## src/rtl/core/hpq_pkg.sv

```systemverilog
// Shared types and constants for the max-heap priority queue.
// No dependencies; imported by hpq_ram, hpq_seq and max_heap_priority_queue.
package hpq_pkg;

  // default heap depth in entries
  localparam int CAPACITY_DEF = 16;

  // item field widths
  localparam int VALUE_W = 32;
  localparam int COUNT_W = 5;

  // operation codes carried on cmd
  localparam logic CMD_INSERT = 1'b0;
  localparam logic CMD_REMOVE = 1'b1;

  // result status codes
  typedef enum logic [1:0] {
    ST_DONE     = 2'd0,
    ST_OVERFLOW = 2'd1,
    ST_EMPTY    = 2'd2
  } hpq_status_t;

  // finished result handed from the sequencer to the output register
  typedef struct packed {
    hpq_status_t        status;
    logic [VALUE_W-1:0] removed_value;
    logic [COUNT_W-1:0] entry_count;
  } hpq_res_t;

endpackage

```

## src/rtl/core/hpq_ram.sv

```systemverilog
// Heap storage: one write port, one read port with registered read data.
// Depends on hpq_pkg for the data width and the default depth.
module hpq_ram #(
  parameter int DEPTH = hpq_pkg::CAPACITY_DEF,
  parameter int AW    = $clog2(DEPTH)
) (
  input  logic                         clk,
  input  logic                         we,
  input  logic [AW-1:0]                waddr,
  input  logic [hpq_pkg::VALUE_W-1:0]  wdata,
  input  logic [AW-1:0]                raddr,
  output logic [hpq_pkg::VALUE_W-1:0]  rdata
);
  import hpq_pkg::*;

  logic [VALUE_W-1:0] mem [DEPTH];

  // write port
  always_ff @(posedge clk) begin
    if (we) begin
      mem[waddr] <= wdata;
    end
  end

  // registered read port
  always_ff @(posedge clk) begin
    rdata <= mem[raddr];
  end

endmodule

```

## src/rtl/core/hpq_seq.sv

```systemverilog
// Heap sequencer: insert sift-up and remove sift-down around one shared
// signed comparator and the heap RAM. Depends on hpq_pkg and hpq_ram.
module hpq_seq #(
  parameter int CAPACITY = hpq_pkg::CAPACITY_DEF
) (
  input  logic                         clk,
  input  logic                         rst,
  input  logic                         start,
  input  logic                         cmd,
  input  logic [hpq_pkg::VALUE_W-1:0]  value,
  input  logic                         out_free,
  output logic                         idle,
  output logic                         res_valid,
  output hpq_pkg::hpq_res_t            res
);
  import hpq_pkg::*;

  localparam int AW = $clog2(CAPACITY);
  localparam int CW = $clog2(CAPACITY + 1);
  localparam int IW = AW + 2;

  typedef enum logic [3:0] {
    S_IDLE, S_UP_CHK, S_UP_CMP, S_RM_ROOT, S_RM_LAST,
    S_DN_CHK, S_DN_L, S_DN_R, S_RESULT
  } state_t;

  state_t             state;
  logic [CW-1:0]      count;
  logic [AW-1:0]      pos;
  logic [VALUE_W-1:0] cur;
  logic [VALUE_W-1:0] best;
  logic               bsel;
  hpq_status_t        st;
  logic [VALUE_W-1:0] rem;

  logic               we;
  logic [AW-1:0]      waddr;
  logic [VALUE_W-1:0] wdata;
  logic [AW-1:0]      raddr;
  logic [VALUE_W-1:0] rdata;

  logic [VALUE_W-1:0] cmp_a;
  logic [VALUE_W-1:0] cmp_b;
  logic               gt;
  logic [AW-1:0]      parent;
  logic [IW-1:0]      left;
  logic [IW-1:0]      right;
  logic [IW-1:0]      count_ext;
  logic [CW-1:0]      last_idx;
  logic [CW+4:0]      count_wide;

  hpq_ram #(.DEPTH(CAPACITY), .AW(AW)) u_ram (
    .clk   (clk),
    .we    (we),
    .waddr (waddr),
    .wdata (wdata),
    .raddr (raddr),
    .rdata (rdata)
  );

  // index arithmetic
  assign parent     = (pos - AW'(1)) >> 1;
  assign left       = {1'b0, pos, 1'b1};
  assign right      = left + IW'(1);
  assign count_ext  = IW'(count);
  assign last_idx   = count - CW'(1);
  assign count_wide = {5'b0, count};

  // shared signed comparator: cmp_a > cmp_b
  always_comb begin
    cmp_a = rdata;
    cmp_b = cur;
    case (state)
      S_UP_CMP: begin
        cmp_a = cur;
        cmp_b = rdata;
      end
      S_DN_R: begin
        cmp_b = best;
      end
      default: ;
    endcase
  end
  assign gt = $signed(cmp_a) > $signed(cmp_b);

  // RAM port control; the moving value sits in cur, the hole at pos
  always_comb begin
    we    = 1'b0;
    waddr = pos;
    wdata = cur;
    raddr = '0;
    case (state)
      S_UP_CHK: begin
        if (pos == '0) begin
          we = 1'b1;
        end else begin
          raddr = parent;
        end
      end
      S_UP_CMP: begin
        we    = 1'b1;
        wdata = gt ? rdata : cur;
      end
      S_RM_ROOT: begin
        raddr = last_idx[AW-1:0];
      end
      S_DN_CHK: begin
        if (left >= count_ext) begin
          we = 1'b1;
        end else begin
          raddr = left[AW-1:0];
        end
      end
      S_DN_L: begin
        if (right < count_ext) begin
          raddr = right[AW-1:0];
        end else begin
          we    = 1'b1;
          wdata = gt ? rdata : cur;
        end
      end
      S_DN_R: begin
        we    = 1'b1;
        wdata = gt ? rdata : best;
      end
      default: ;
    endcase
  end

  // result towards the output register
  assign idle                = (state == S_IDLE);
  assign res_valid           = (state == S_RESULT) && out_free;
  assign res.status          = st;
  assign res.removed_value   = rem;
  assign res.entry_count     = count_wide[COUNT_W-1:0];

  // sequencer
  always_ff @(posedge clk) begin
    if (rst) begin
      state <= S_IDLE;
      count <= '0;
    end else begin
      case (state)
        S_IDLE: begin
          if (start) begin
            rem <= '0;
            if (cmd == CMD_INSERT) begin
              if (count == CW'(CAPACITY)) begin
                st    <= ST_OVERFLOW;
                state <= S_RESULT;
              end else begin
                st    <= ST_DONE;
                pos   <= count[AW-1:0];
                cur   <= value;
                count <= count + CW'(1);
                state <= S_UP_CHK;
              end
            end else begin
              if (count == '0) begin
                st    <= ST_EMPTY;
                state <= S_RESULT;
              end else begin
                st    <= ST_DONE;
                state <= S_RM_ROOT;
              end
            end
          end
        end
        S_UP_CHK: begin
          state <= (pos == '0) ? S_RESULT : S_UP_CMP;
        end
        S_UP_CMP: begin
          if (gt) begin
            pos   <= parent;
            state <= S_UP_CHK;
          end else begin
            state <= S_RESULT;
          end
        end
        S_RM_ROOT: begin
          rem   <= rdata;
          count <= last_idx;
          state <= (count == CW'(1)) ? S_RESULT : S_RM_LAST;
        end
        S_RM_LAST: begin
          cur   <= rdata;
          pos   <= '0;
          state <= S_DN_CHK;
        end
        S_DN_CHK: begin
          state <= (left >= count_ext) ? S_RESULT : S_DN_L;
        end
        S_DN_L: begin
          best <= gt ? rdata : cur;
          bsel <= gt;
          if (right < count_ext) begin
            state <= S_DN_R;
          end else if (gt) begin
            pos   <= left[AW-1:0];
            state <= S_DN_CHK;
          end else begin
            state <= S_RESULT;
          end
        end
        S_DN_R: begin
          if (gt) begin
            pos   <= right[AW-1:0];
            state <= S_DN_CHK;
          end else if (bsel) begin
            pos   <= left[AW-1:0];
            state <= S_DN_CHK;
          end else begin
            state <= S_RESULT;
          end
        end
        S_RESULT: begin
          if (out_free) begin
            state <= S_IDLE;
          end
        end
        default: state <= S_IDLE;
      endcase
    end
  end

  // checks
  a_count_bound: assert property (@(posedge clk) disable iff (rst)
    count <= CW'(CAPACITY))
    else $error("entry count above capacity");

  a_write_in_heap: assert property (@(posedge clk) disable iff (rst)
    we |-> (CW'(waddr) < count))
    else $error("heap write outside held entries");

  a_start_idle: assert property (@(posedge clk) disable iff (rst)
    start |-> idle)
    else $error("item started while busy");

  a_overflow_full: assert property (@(posedge clk) disable iff (rst)
    (res_valid && st == ST_OVERFLOW) |-> (count == CW'(CAPACITY)))
    else $error("overflow reported on a heap with room");

  a_empty_zero: assert property (@(posedge clk) disable iff (rst)
    (res_valid && st == ST_EMPTY) |-> (count == '0 && rem == '0))
    else $error("empty reported on a non-empty heap");

endmodule

```

## src/rtl/core/max_heap_priority_queue.sv

```systemverilog
// Max-heap priority queue top level: handshakes, output register, sequencer.
// Insert: per level S_UP_CHK reads the parent, S_UP_CMP compares and writes; the value
// is written at the root if it gets there; then the result. Remove: S_RM_ROOT, S_RM_LAST
// read root and last entry, then per node S_DN_CHK, S_DN_L and S_DN_R read the children
// and write, then the result. One item in flight. Reset clears state, count, out_valid.
// The result waits in the output register while the next item runs.
module max_heap_priority_queue #(
  parameter int CAPACITY = hpq_pkg::CAPACITY_DEF
) (
  input  logic                          clk,
  input  logic                          rst,
  input  logic                          in_valid,
  output logic                          in_ready,
  input  logic                          cmd,
  input  logic signed [hpq_pkg::VALUE_W-1:0] value,
  output logic                          out_valid,
  input  logic                          out_ready,
  output logic [1:0]                    status,
  output logic signed [hpq_pkg::VALUE_W-1:0] removed_value,
  output logic [hpq_pkg::COUNT_W-1:0]   entry_count
);
  import hpq_pkg::*;

  logic     start;
  logic     idle;
  logic     out_free;
  logic     res_valid;
  hpq_res_t res;

  assign in_ready = idle;
  assign start    = in_valid && in_ready;
  assign out_free = !out_valid || out_ready;

  hpq_seq #(.CAPACITY(CAPACITY)) u_seq (
    .clk       (clk),
    .rst       (rst),
    .start     (start),
    .cmd       (cmd),
    .value     (value),
    .out_free  (out_free),
    .idle      (idle),
    .res_valid (res_valid),
    .res       (res)
  );

  // output register
  always_ff @(posedge clk) begin
    if (rst) begin
      out_valid <= 1'b0;
    end else if (res_valid) begin
      out_valid <= 1'b1;
    end else if (out_ready) begin
      out_valid <= 1'b0;
    end
  end

  always_ff @(posedge clk) begin
    if (res_valid) begin
      status        <= res.status;
      removed_value <= res.removed_value;
      entry_count   <= res.entry_count;
    end
  end

endmodule
```

## config.mk

```make
export PLATFORM = sky130hd
export DESIGN_NAME = max_heap_priority_queue
export DESIGN_NICKNAME = d
export VERILOG_FILES = /design/src/rtl/core/hpq_pkg.sv /design/src/rtl/core/hpq_ram.sv /design/src/rtl/core/hpq_seq.sv /design/src/rtl/core/max_heap_priority_queue.sv
export SDC_FILE = /design/constraint.sdc
export NUM_CORES = 1
export LEC_CHECK = 0
export ABC_AREA = 0
export BUFFER_PORTS_ARGS = -buffer_cell sky130_fd_sc_hd__buf_4
export CAP_MARGIN = 20
export CORE_MARGIN = 5
export CORE_UTILIZATION = 35
export DETAILED_ROUTE_END_ITERATION = 6
export GPL_TIMING_DRIVEN = 1
export SKIP_CTS_REPAIR_TIMING = 1
export SYNTH_ARGS = -nofsm -noshare
export SYNTH_HDL_FRONTEND = slang
export SYNTH_SLANG_ARGS = --single-unit
```

## constraint.sdc

```tcl
create_clock -name clk -period 15.25 [get_ports clk]
set_clock_uncertainty 0.05 [all_clocks]
set_input_delay 3.05 -clock clk [delete_from_list [all_inputs] [get_ports clk]]
set_output_delay 3.05 -clock clk [all_outputs]
set_load 0.05 [all_outputs]
```

After elaboration in Yosys (flattened, before gate mapping)
Memories as Yosys holds them, arrays and structs flattened. A register that Yosys moved wholly into a read port is not among the register bits.
Index checks and enable logic that the tools add are counted.
{"block": "op_classes", "eq_ne": 18, "magnitude_cmp": 3, "mux": 54, "n_bitwise": 1, "add_sub_neg": 4, "reduce_logical": 19}
{"operator": "32-bit 2-to-1 mux", "count": 8}
{"operator": "32-bit case mux with 2 select lines", "count": 3}
{"operator": "32-bit case mux with 3 select lines", "count": 1}
{"operator": "4-bit 2-to-1 mux", "count": 23}
{"operator": "4-bit case mux with 9 select lines", "count": 1}
{"operator": "32-bit greater-than comparator", "count": 1}
{"operator": "4-bit case mux with 5 select lines", "count": 1}
{"operator": "4-bit by 3-bit == test with 1-bit output, second input constant", "count": 4}
{"operator": "4-bit case mux with 4 select lines", "count": 1}
{"operator": "5-bit 2-to-1 mux", "count": 3}
{"operator": "5-bit case mux with 2 select lines", "count": 1}
{"operator": "9-bit AND reduction", "count": 1}
{"operator": "4-bit by 2-bit == test with 1-bit output, second input constant", "count": 2}
{"operator": "4-bit zero test", "count": 2}
{"operator": "1-bit 2-to-1 mux", "count": 8}
{"operator": "2-bit by 1-bit inequality test with 1-bit output, second input constant", "count": 4}
{"operator": "5-bit by 1-bit adder with 6-bit output, second input constant", "count": 1}
{"operator": "6-bit by 5-bit less-than comparator with 1-bit output", "count": 1}
{"operator": "2-bit inequality test, second input constant", "count": 3}
{"operator": "3-bit AND reduction", "count": 2}
{"operator": "2-bit nonzero test", "count": 3}
{"operator": "5-bit by 1-bit adder with 5-bit output, second input constant", "count": 1}
{"operator": "5-bit by 1-bit == test with 1-bit output, second input constant", "count": 1}
{"operator": "5-bit == test, second input constant", "count": 1}
{"operator": "19 further kinds", "count": 22}
{"block": "word_totals", "inputBits": 37, "out_inout_bits": 41, "mem_count": 1, "ram_bits": 512, "ff_bits": 152}
{"name": "u_seq.u_ram.mem", "words": 16, "width": 32, "read_ports": 1, "rd_ports_with_merged_regs": 1, "wr": 1, "line_no": "hpq_ram.sv:16", "rtl": "logic [VALUE_W-1:0] mem [DEPTH];"}

Depth between registers and ports, before layout
Gate-level depths: netlist (run 1).
{"block": "depth", "ltp_word": 6, "mapped_depth": 20}

By module
A second synthesis (run 1) with hierarchy kept.
{"block": "unflattened", "cells_unflattened": 1588, "hier_area_um2": 28721.3}
{"mod": "hpq_ram", "area_per_inst_um2": 19835.3, "instances": 1, "cells_per_inst": 838}
{"mod": "hpq_seq", "area_per_inst_um2": 7662.3, "instances": 1, "cells_per_inst": 706}
{"mod": "max_heap_priority_queue", "area_per_inst_um2": 1223.7, "instances": 1, "cells_per_inst": 44}

Least setup slack after synthesis (run 1)
No wires, ideal clock.
{"block": "synth_timing", "kind": "input-to-reg", "from": "input port cmd", "to": "register u_seq.cur[0], enable pin", "required_ns": 14.698, "path_stages": 3, "path_buffers": 0, "path_slack_ns": 8.279, "arrival_ns": 6.420, "path_cell_list": "and3b_1 > o21bai_1 > nor4_1"}
{"block": "synth_via", "elab_chain_len": 2}
{"item": "start, declared", "line_no": "max_heap_priority_queue.sv:14", "rtl": "input logic cmd,"}
{"item": "2-bit inequality test (no source line)"}
{"item": "5-bit AND reduction (no source line)"}
{"item": "end signal, assigned", "line_no": "hpq_seq.sv:154", "rtl": "cur <= value;"}
{"item": "end signal, assigned", "line_no": "hpq_seq.sv:186", "rtl": "cur <= rdata;"}
{"item": "end, declared", "line_no": "hpq_seq.sv:30", "rtl": "logic [VALUE_W-1:0] cur;"}
No other way between the ends.
A chain may end at the register's enable or synchronous reset.

Final worst setup path (run 1)
{"block": "layout_timing", "from": "register u_seq.state[0]", "to": "memory u_seq.u_ram.mem[5][4], data pin"}
{"block": "layout_via", "elab_chain_len": 6}
{"item": "start, declared", "line_no": "hpq_seq.sv:27", "rtl": "state_t state;"}
{"item": "start signal, assigned", "line_no": "hpq_seq.sv:170", "rtl": "state <= (pos == '0) ? S_RESULT : S_UP_CMP;"}
{"item": "start signal, assigned", "line_no": "hpq_seq.sv:183", "rtl": "state <= (count == CW'(1)) ? S_RESULT : S_RM_LAST;"}
{"item": "start signal, assigned", "line_no": "hpq_seq.sv:191", "rtl": "state <= (left >= count_ext) ? S_RESULT : S_DN_L;"}
{"item": "4-bit by 3-bit == test with 1-bit output / 4-bit by 2-bit == test with 1-bit output (equally long branches)", "line_no": "hpq_seq.sv:73, hpq_seq.sv:92"}
{"item": "32-bit case mux with 2 select lines / 32-bit 2-to-1 mux (equally long branches)", "line_no": "hpq_seq.sv:73", "rtl": "case (state)"}
{"item": "32-bit greater-than comparator", "line_no": "hpq_seq.sv:84", "rtl": "assign gt = $signed(cmp_a) > $signed(cmp_b);"}
{"item": "32-bit 2-to-1 mux", "line_no": "hpq_seq.sv:102, hpq_seq.sv:119"}
{"item": "32-bit 2-to-1 mux", "line_no": "hpq_seq.sv:115", "rtl": "if (right < count_ext) begin"}
{"item": "32-bit case mux with 3 select lines *", "line_no": "hpq_seq.sv:92", "rtl": "case (state)"}
{"item": "net u_seq.u_ram.wdata, one bit", "line_no": "hpq_ram.sv:10", "rtl": "input logic [hpq_pkg::VALUE_W-1:0] wdata,"}
{"item": "end, declared", "line_no": "hpq_ram.sv:16"}
Mark *: on every way through the listed nets, which the timed path passes. The rest lies on a longest branch.

==> flow_summary_export.csv, run 1 <==
group,metric,value,unit
worst_setup_path,cpPeakStageDelay,0.83,ns
floorplanning,core_area,0.0820,mm2
worst_setup_path,slowest_stage,"nand2_2",
pwr,power,5580,uW
finish,post-route-util,40.5,%
finish,stdcell_area,0.0332,mm2
detailed_routing,vias,15800,
detailed_routing,wl_per_cell,25.8,um
global_route,first_global_vias,15800,
timing,max_freq,155,MHz
worst_setup_path,path_buf_inv,3,
synthesis,synthDistinctLibCells,74,
clocking,clock-sinks,696,
clocking,cts_tree,"yes",
worst_setup_path,start_kind,"flip-flop",
finish,nets,1814,
worst_setup_path,cp.arrival,6.72,ns
synthesis,synth_seq_area_share,70.9,%
clocking,cts_htree_levels,3,
detailed_routing,finalWirelength,73.7,mm
synthesis,synth.area.top_cells,"edfxtp_1 (68%), mux4_2 (10%), mux2_2 (3.4%), dfxtp_1 (2.9%), ha_1 (2.1%)",
clocking,clkSlewWorstSetupHoldPaths,0.06,ns
timing,finalCriticalPeriod,6.44,ns
pwr,peakVddDrop,0.157,mV
status,status,"complete, no violations",
clocking,clk_latency,0.62,ns
synthesis,ys.warnings.count,0,
clocking,cts_root_buffer,"clkbuf_16",
timing,hold_viol_final,0,
pwr,p_leak,0.0110,uW
timing,finalSetupViolCount,0,
worst_hold_path,hold_class,"flip-flop to flip-flop",
synthesis,yosysTopAreaCell,"edfxtp_1",
worst_setup_path,worstPathMaxFanout,66,
worst_setup_path,crit_chain,"clkinv_1, nand3_1, nor2_4, buf_4, nor2_2, buf_4, a21oi_1, ha_1, nand4_1, or4_1, or3_4, a211oi_2, a311oi_1, nand2_2, a221o_1",
finish,drive_above_1_share,27.3,%
detailed_routing,drtIter0Drc,1540,
synthesis,synthTopCellsByCount,"edfxtp_1 (654), nand2_1 (154), mux4_2 (128)",
synthesis,avgSynthCellArea,17.7,um2
timing,setup_tns,0,ns
detailed_routing,firstDrtPassIters,7,
floorplanning,ios,78,
finish,antennaDiodeCount,0,
synthesis,synth_top_flop_cell,"edfxtp_1",
floorplanning,die_area,0.0883,mm2
placement,gp_congestion,0.931,
global_route,gr-total-overflow,0,
detailed_routing,viasPerCell,5.53,
placement,hpwl,42.4,mm
worst_setup_path,worstPathRequired,15.53,ns
synthesis,synth_fp_nets,1716,
detailed_routing,drc,0,
timing,fin_ws,8.81,ns
floorplanning,start_util,35.2,%
job,cap_violations,0,
floorplanning,fp.dieW,297,um
global_route,grt_pass1_wl,108,mm
worst_setup_path,critical_path_class,"flip-flop to flip-flop",
floorplanning,rows,105,
synthesis,synth_most_common_cell,"edfxtp_1",
synthesis,yosys_register_bits,696,
placement,place_ws,8.90,ns
synthesis,synth_top_area_share,68.0,%
worst_setup_path,cpMostUsedCell,"buf_4",
floorplanning,die_y,297,um
timing,slew_headroom,19.0,%
finish,syn_to_final_growth,14.9,%
synthesis,syn-cell-area,0.0289,mm2
timing,rsz0062_at_grt,"false",
placement,place_area,0.0308,mm2
synthesis,postSynthCellCount,1631,
clocking,numCtsBuffers,71,
synthesis,synth_edf_count,654,
clocking,clock_path_buffers,3,
placement,port_buffers,77,
detailed_routing,antenna_left,0,
global_route,grt_max_degree,100,
timing,min_period_over_period,42.2,%
global_route,grt_usage,16.3,%
worst_setup_path,cp-end-kind,"flip-flop",
global_route,grt_antenna_before_repair,6,
pwr,power_density,168,mW/mm2
timing,worst_pin_slew,1.21,ns
worst_setup_path,critPathTopFamily,"simple AND/OR/NAND/NOR gates",
timing,slew_viol_final,0,
synthesis,synthArstFlopShare,0,%
[power breakdown]
part           internal (uW)  total, uW  switching (uW)
combinational            521       1300             779
sequential              2360       2530             175
clock                   1030       1740             713
total                   3910       5580            1670
[placed cells by master (no fill, tap or decap), drive strengths merged, types with 15 or more instances in the layout]
master,Yosys,final
mux2,96,96
inv,15,19
nand2,156,156
mux4,128,128
edfxtp,654,654
a221o,34,34
nand3,15,15
buf,44,112
clkbuf,43,97
a21oi,98,98
and2,32,32
clkinv,1,16
ha,48,48
nor3,19,19
dfxtp,42,42
nor2,39,39
a22oi,64,64
[path summary, 6_finish.rpt]
kind,start,depth (start not counted),slack (ns),end
worst max-delay path,u_seq.state[0],15,8.81,u_seq.u_ram.mem[5][4]
worst min-delay path,u_seq.rem[8],0,0.37,removed_value[8]
worst max register to register,u_seq.state[0],15,8.81,u_seq.u_ram.mem[5][4]
worst min register to register,u_seq.rem[8],0,0.37,removed_value[8]
[stage by stage]
step,cells,hold WS [ns]
after floorplan,1631,0.350
after detailed placement,2726,0.355
after CTS,2855,0.369
final,2855,0.367
after global placement,2726,0.355
after global routing,2855,0.375
[cell families after synthesis]
| logic type | after synthesis | synth area share [%] |
|---|---|---|
| flops | 696 | 70.9 |
| simple gates | 301 | 4.99 |
| compound gates | 247 | 5.99 |
| mux | 226 | 13.9 |
| buf+inv | 103 | 1.78 |
| fa+ha+maj | 48 | 2.08 |
| xor+xnor | 10 | 0.303 |
[metal layers]
metal  wire length (um)  global-route usage, %  vias up
met3               5330                   2.55      130
met5                  0                      0        -
met4               2090                   5.36        0
li1                   -                      -     6790
met2              35200                   26.8      666
met1              31100                   22.4     8191
[final cells by class]
type / instances / area (um2)
multi-input combinational: 832 / 8100
sequential: 696 / 20500
tap: 1070 / 1340
fill: 7357 / 48800
timing repair buffer: 112 / 853
inverter: 16 / 60.1
clock inverter: 32 / 379
clock buffer: 97 / 1970
[flip-flops by register name, indices dropped and copies added, names as in the netlist]
signal	count
u_seq.count	5
entry_count	5
removed_value	32
status	2
u_seq.rem	32
out_valid	1
u_seq.bsel	1
u_seq.state	4
u_seq.best	32
u_seq.st	2
u_seq.pos	4
u_seq.cur	32
u_seq.u_ram.rdata	32
u_seq.u_ram.mem	512
No activity file was read; power rests on OpenSTA's default activity.
==> run 2, diff against run 1 <==
--- a/config.mk
+++ b/config.mk
@@ -5,7 +5,7 @@
 export SDC_FILE = /design/constraint.sdc
 export NUM_CORES = 1
 export LEC_CHECK = 0
-export ABC_AREA = 0
+export ABC_AREA = 1
 export BUFFER_PORTS_ARGS = -buffer_cell sky130_fd_sc_hd__buf_4
 export CAP_MARGIN = 20
 export CORE_MARGIN = 5
==> constraint.sdc (replaced) <==
create_clock -name clk -period 5.8 [get_ports clk]
set_clock_uncertainty 0.05 [all_clocks]
set_input_delay 1.16 -clock clk [delete_from_list [all_inputs] [get_ports clk]]
set_output_delay 1.16 -clock clk [all_outputs]
set_load 0.05 [all_outputs]
==> run 2 against run 1 <==
Against the previous run: cell count increased by 43%; non-clock buffer count is 16 higher; hold slack barely moved; register-to-register slack worse by 8.3 ns; maximum frequency increased by 22%; clock power rose to 2.7 times the previous value; sequential power grew to 2.8 times the previous value; critical endpoint is now u_seq.u_ram.mem[3][7].
==> flow_summary_export.csv, run 2 <==
group,metric,value,unit
timing,rsz0062_at_grt,"false",
synthesis,synth_top_flop_cell,"edfxtp_1",
job,cap_violations,0,
synthesis,synth_mux_area_share,0,%
placement,port_buffers,77,
clocking,clock-sinks,696,
timing,min_period_over_period,90.8,%
finish,antennaDiodeCount,0,
floorplanning,start_util,35.3,%
floorplanning,fp.dieW,306,um
finish,largest_reg_flops,512,
global_route,first_global_vias,20200,
timing,max_freq,190,MHz
finish,layout_commonest_cell,"edfxtp_1",
worst_hold_path,hold_class,"flip-flop to flip-flop",
synthesis,synth.area.top_cells,"edfxtp_1 (64%), nand3_1 (7.1%), nand2_1 (6.3%), o21ai_0 (3.4%), dfxtp_1 (2.7%)",
clocking,cts_htree_levels,3,
placement,dp.cells,3951,
clocking,clock_path_buffers,3,
worst_setup_path,start_kind,"flip-flop",
floorplanning,ios,78,
worst_setup_path,cp.arrival,5.29,ns
synthesis,synth_seq_area_share,66.6,%
pwr,power_density,528,mW/mm2
synthesis,yosysTopAreaCell,"edfxtp_1",
synthesis,synthDistinctLibCells,38,
floorplanning,die_area,0.0939,mm2
synthesis,synth_compound_area_share,9.10,%
finish,nets,2953,
global_route,gr-total-overflow,0,
timing,setup_tns,0,ns
synthesis,synthArstFlopShare,0,%
finish,drive_above_1_share,9.68,%
detailed_routing,vias,21400,
synthesis,postSynthCellCount,2853,
synthesis,synthAdderAreaFrac,1.95,%
detailed_routing,antenna_left,0,
clocking,clkSlewWorstSetupHoldPaths,0.06,ns
detailed_routing,firstDrtPassIters,5,
clocking,cts_root_buffer,"clkbuf_16",
floorplanning,rows,108,
worst_setup_path,cp-end-kind,"flip-flop",
synthesis,synthTopCellsByCount,"edfxtp_1 (654), nand2_1 (517), nand3_1 (437)",
worst_setup_path,worstPathRequired,5.82,ns
finish,multiInputGateArea,0.00903,mm2
synthesis,synth_most_common_cell,"edfxtp_1",
floorplanning,die_y,306,um
global_route,grt_max_degree,196,
synthesis,yosys_register_bits,696,
pwr,peakVddDrop,0.323,mV
synthesis,synth_edf_count,654,
finish,fill_cells,8310,
timing,finalCriticalPeriod,5.27,ns
detailed_routing,finalWirelength,82.2,mm
finish,top_register,"u_seq.u_ram.mem",
synthesis,synth_xor_area_share,0.199,%
timing,slew_headroom,26.9,%
global_route,grt_pass1_wl,126,mm
clocking,numCtsBuffers,70,
detailed_routing,drc,0,
global_route,grt_antenna_before_repair,2,
pwr,p_leak,0.0127,uW
worst_setup_path,startpoint,"u_seq.state[1]",
detailed_routing,wl_per_cell,20.2,um
synthesis,ys.warnings.count,0,
global_route,grt_usage,17.1,%
timing,worst_pin_slew,1.10,ns
clocking,cts_tree,"yes",
placement,gp_congestion,0.834,
worst_hold_path,min_from,"u_seq.rem[4]",
synthesis,synthSimpleGateAreaFrac,17.5,%
timing,slew_viol_final,0,
timing,hold_viol_final,0,
synthesis,synth_top_family_by_area,"simple AND/OR/NAND/NOR gates",
timing,finalSetupViolCount,0,
synthesis,synth_top_area_share,63.8,%
worst_setup_path,regToRegStartpoint,"u_seq.state[1]",
synthesis,avgSynthCellArea,10.8,um2
finish,fin_cells,4079,
clocking,clk_latency,0.62,ns
placement,hpwl,44.6,mm
detailed_routing,viasPerCell,5.24,
finish,syn_to_final_growth,13.8,%
detailed_routing,drtIter0Drc,2249,
worst_setup_path,worstPathMaxFanout,45,
finish,seq_area,0.0205,mm2
finish,final_cell_mix,"edfxtp_1 (654), nand2_1 (516), nand3_1 (436)",
synthesis,synth_fp_nets,2938,
synthesis,syn-cell-area,0.0308,mm2
status,status,"complete, no violations",
floorplanning,core_area,0.0870,mm2
worst_setup_path,critical_path_class,"flip-flop to flip-flop",
[run 2: changes by cell type after synthesis, sizes merged, moves of 58 or more]
cell and delta:
mux2 -96, buf +58, inv +145, nand2 +362, o21ai +273, mux4 -128
nand3 +422, nor2 +182, a22oi -63, a21oi +59
[run 2: cells by family after synthesis]
group	Yosys count
adders and majority gates	48
and+or+nand+nor	1238
AOI/OAI and AO/OA	519
buffers and inverters	345
DFF	696
xor gates and xnor gates	7
[run 2: path summary, 6_finish.rpt]
path	depth (start not counted)	to	slack [ns]
max reg2reg	23	u_seq.u_ram.mem[3][7]	0.53
min	0	removed_value[4]	0.37
max	23	u_seq.u_ram.mem[3][7]	0.53
min reg2reg	0	removed_value[4]	0.37
[run 2: final cells by class]
type                       instances  area share, %
clock inverter                    34           1.18
inverter                         160           1.72
sequential                       696           58.5
clock buffer                      94           5.59
timing repair buffer             128           3.10
tap                             1155           4.13
multi-input combinational       1812           25.8
[run 2: layer usage]
| metal | vias to the layer above | wire [um] | GRT usage [%] | part of all wire, % |
|---|---|---|---|---|
| met5 | - | 0 | 0 | 0 |
| met4 | 0 | 1870 | 4.79 | 2.3 |
| met3 | 124 | 5710 | 2.37 | 6.9 |
| met2 | 733 | 38400 | 27.7 | 47 |
| met1 | 10400 | 36200 | 24.2 | 44 |
| li1 | 10200 | - | - | - |
[run 2: per-stage QoR]
stage | hold slack, ns | worst slack [ns] | util [%] | total power, uW | cell area [um2]
CTS | 0.368 | 0.567 | 40.2 | 18500 | 35000
detailed placement | 0.355 | 0.584 | 37.5 | 13900 | 32600
global placement | 0.350 | 0.705 | 37.5 | 13800 | 32600
global route | 0.375 | 0.0211 | 40.2 | 19600 | 35000
finish | 0.367 | 0.533 | 40.2 | 18500 | 35000
floorplan | 0.350 | 0.261 | - | 11800 | 30800
[run 2: critical path, stage by stage, from the launching register on]
cell,delay [ns]
dfxtp_1,0.36
inv_2,0.05
nor2_1,0.12
nand2_1,0.13
nor2_4,0.22
inv_1,0.27
buf_4,0.29
o211ai_1,0.17
o21ai_0,0.12
ha_1,0.31
nand2_1,0.07
nor2_1,0.16
nand4_1,0.11
nor2_1,0.21
nand2_1,0.14
nand2_1,0.08
nand2_1,0.26
nand3_2,0.38
buf_12,0.25
nand2_1,0.08
nand2_1,0.07
inv_1,0.05
nand2_1,0.05
nand4_1,0.66
[run 2: power by group]
group / leakage [uW] / internal, uW / switching, uW
combinational: 0.00525 / 1910 / 4750
sequential: 0.00627 / 6800 / 345
clock: 0.00115 / 2740 / 1930
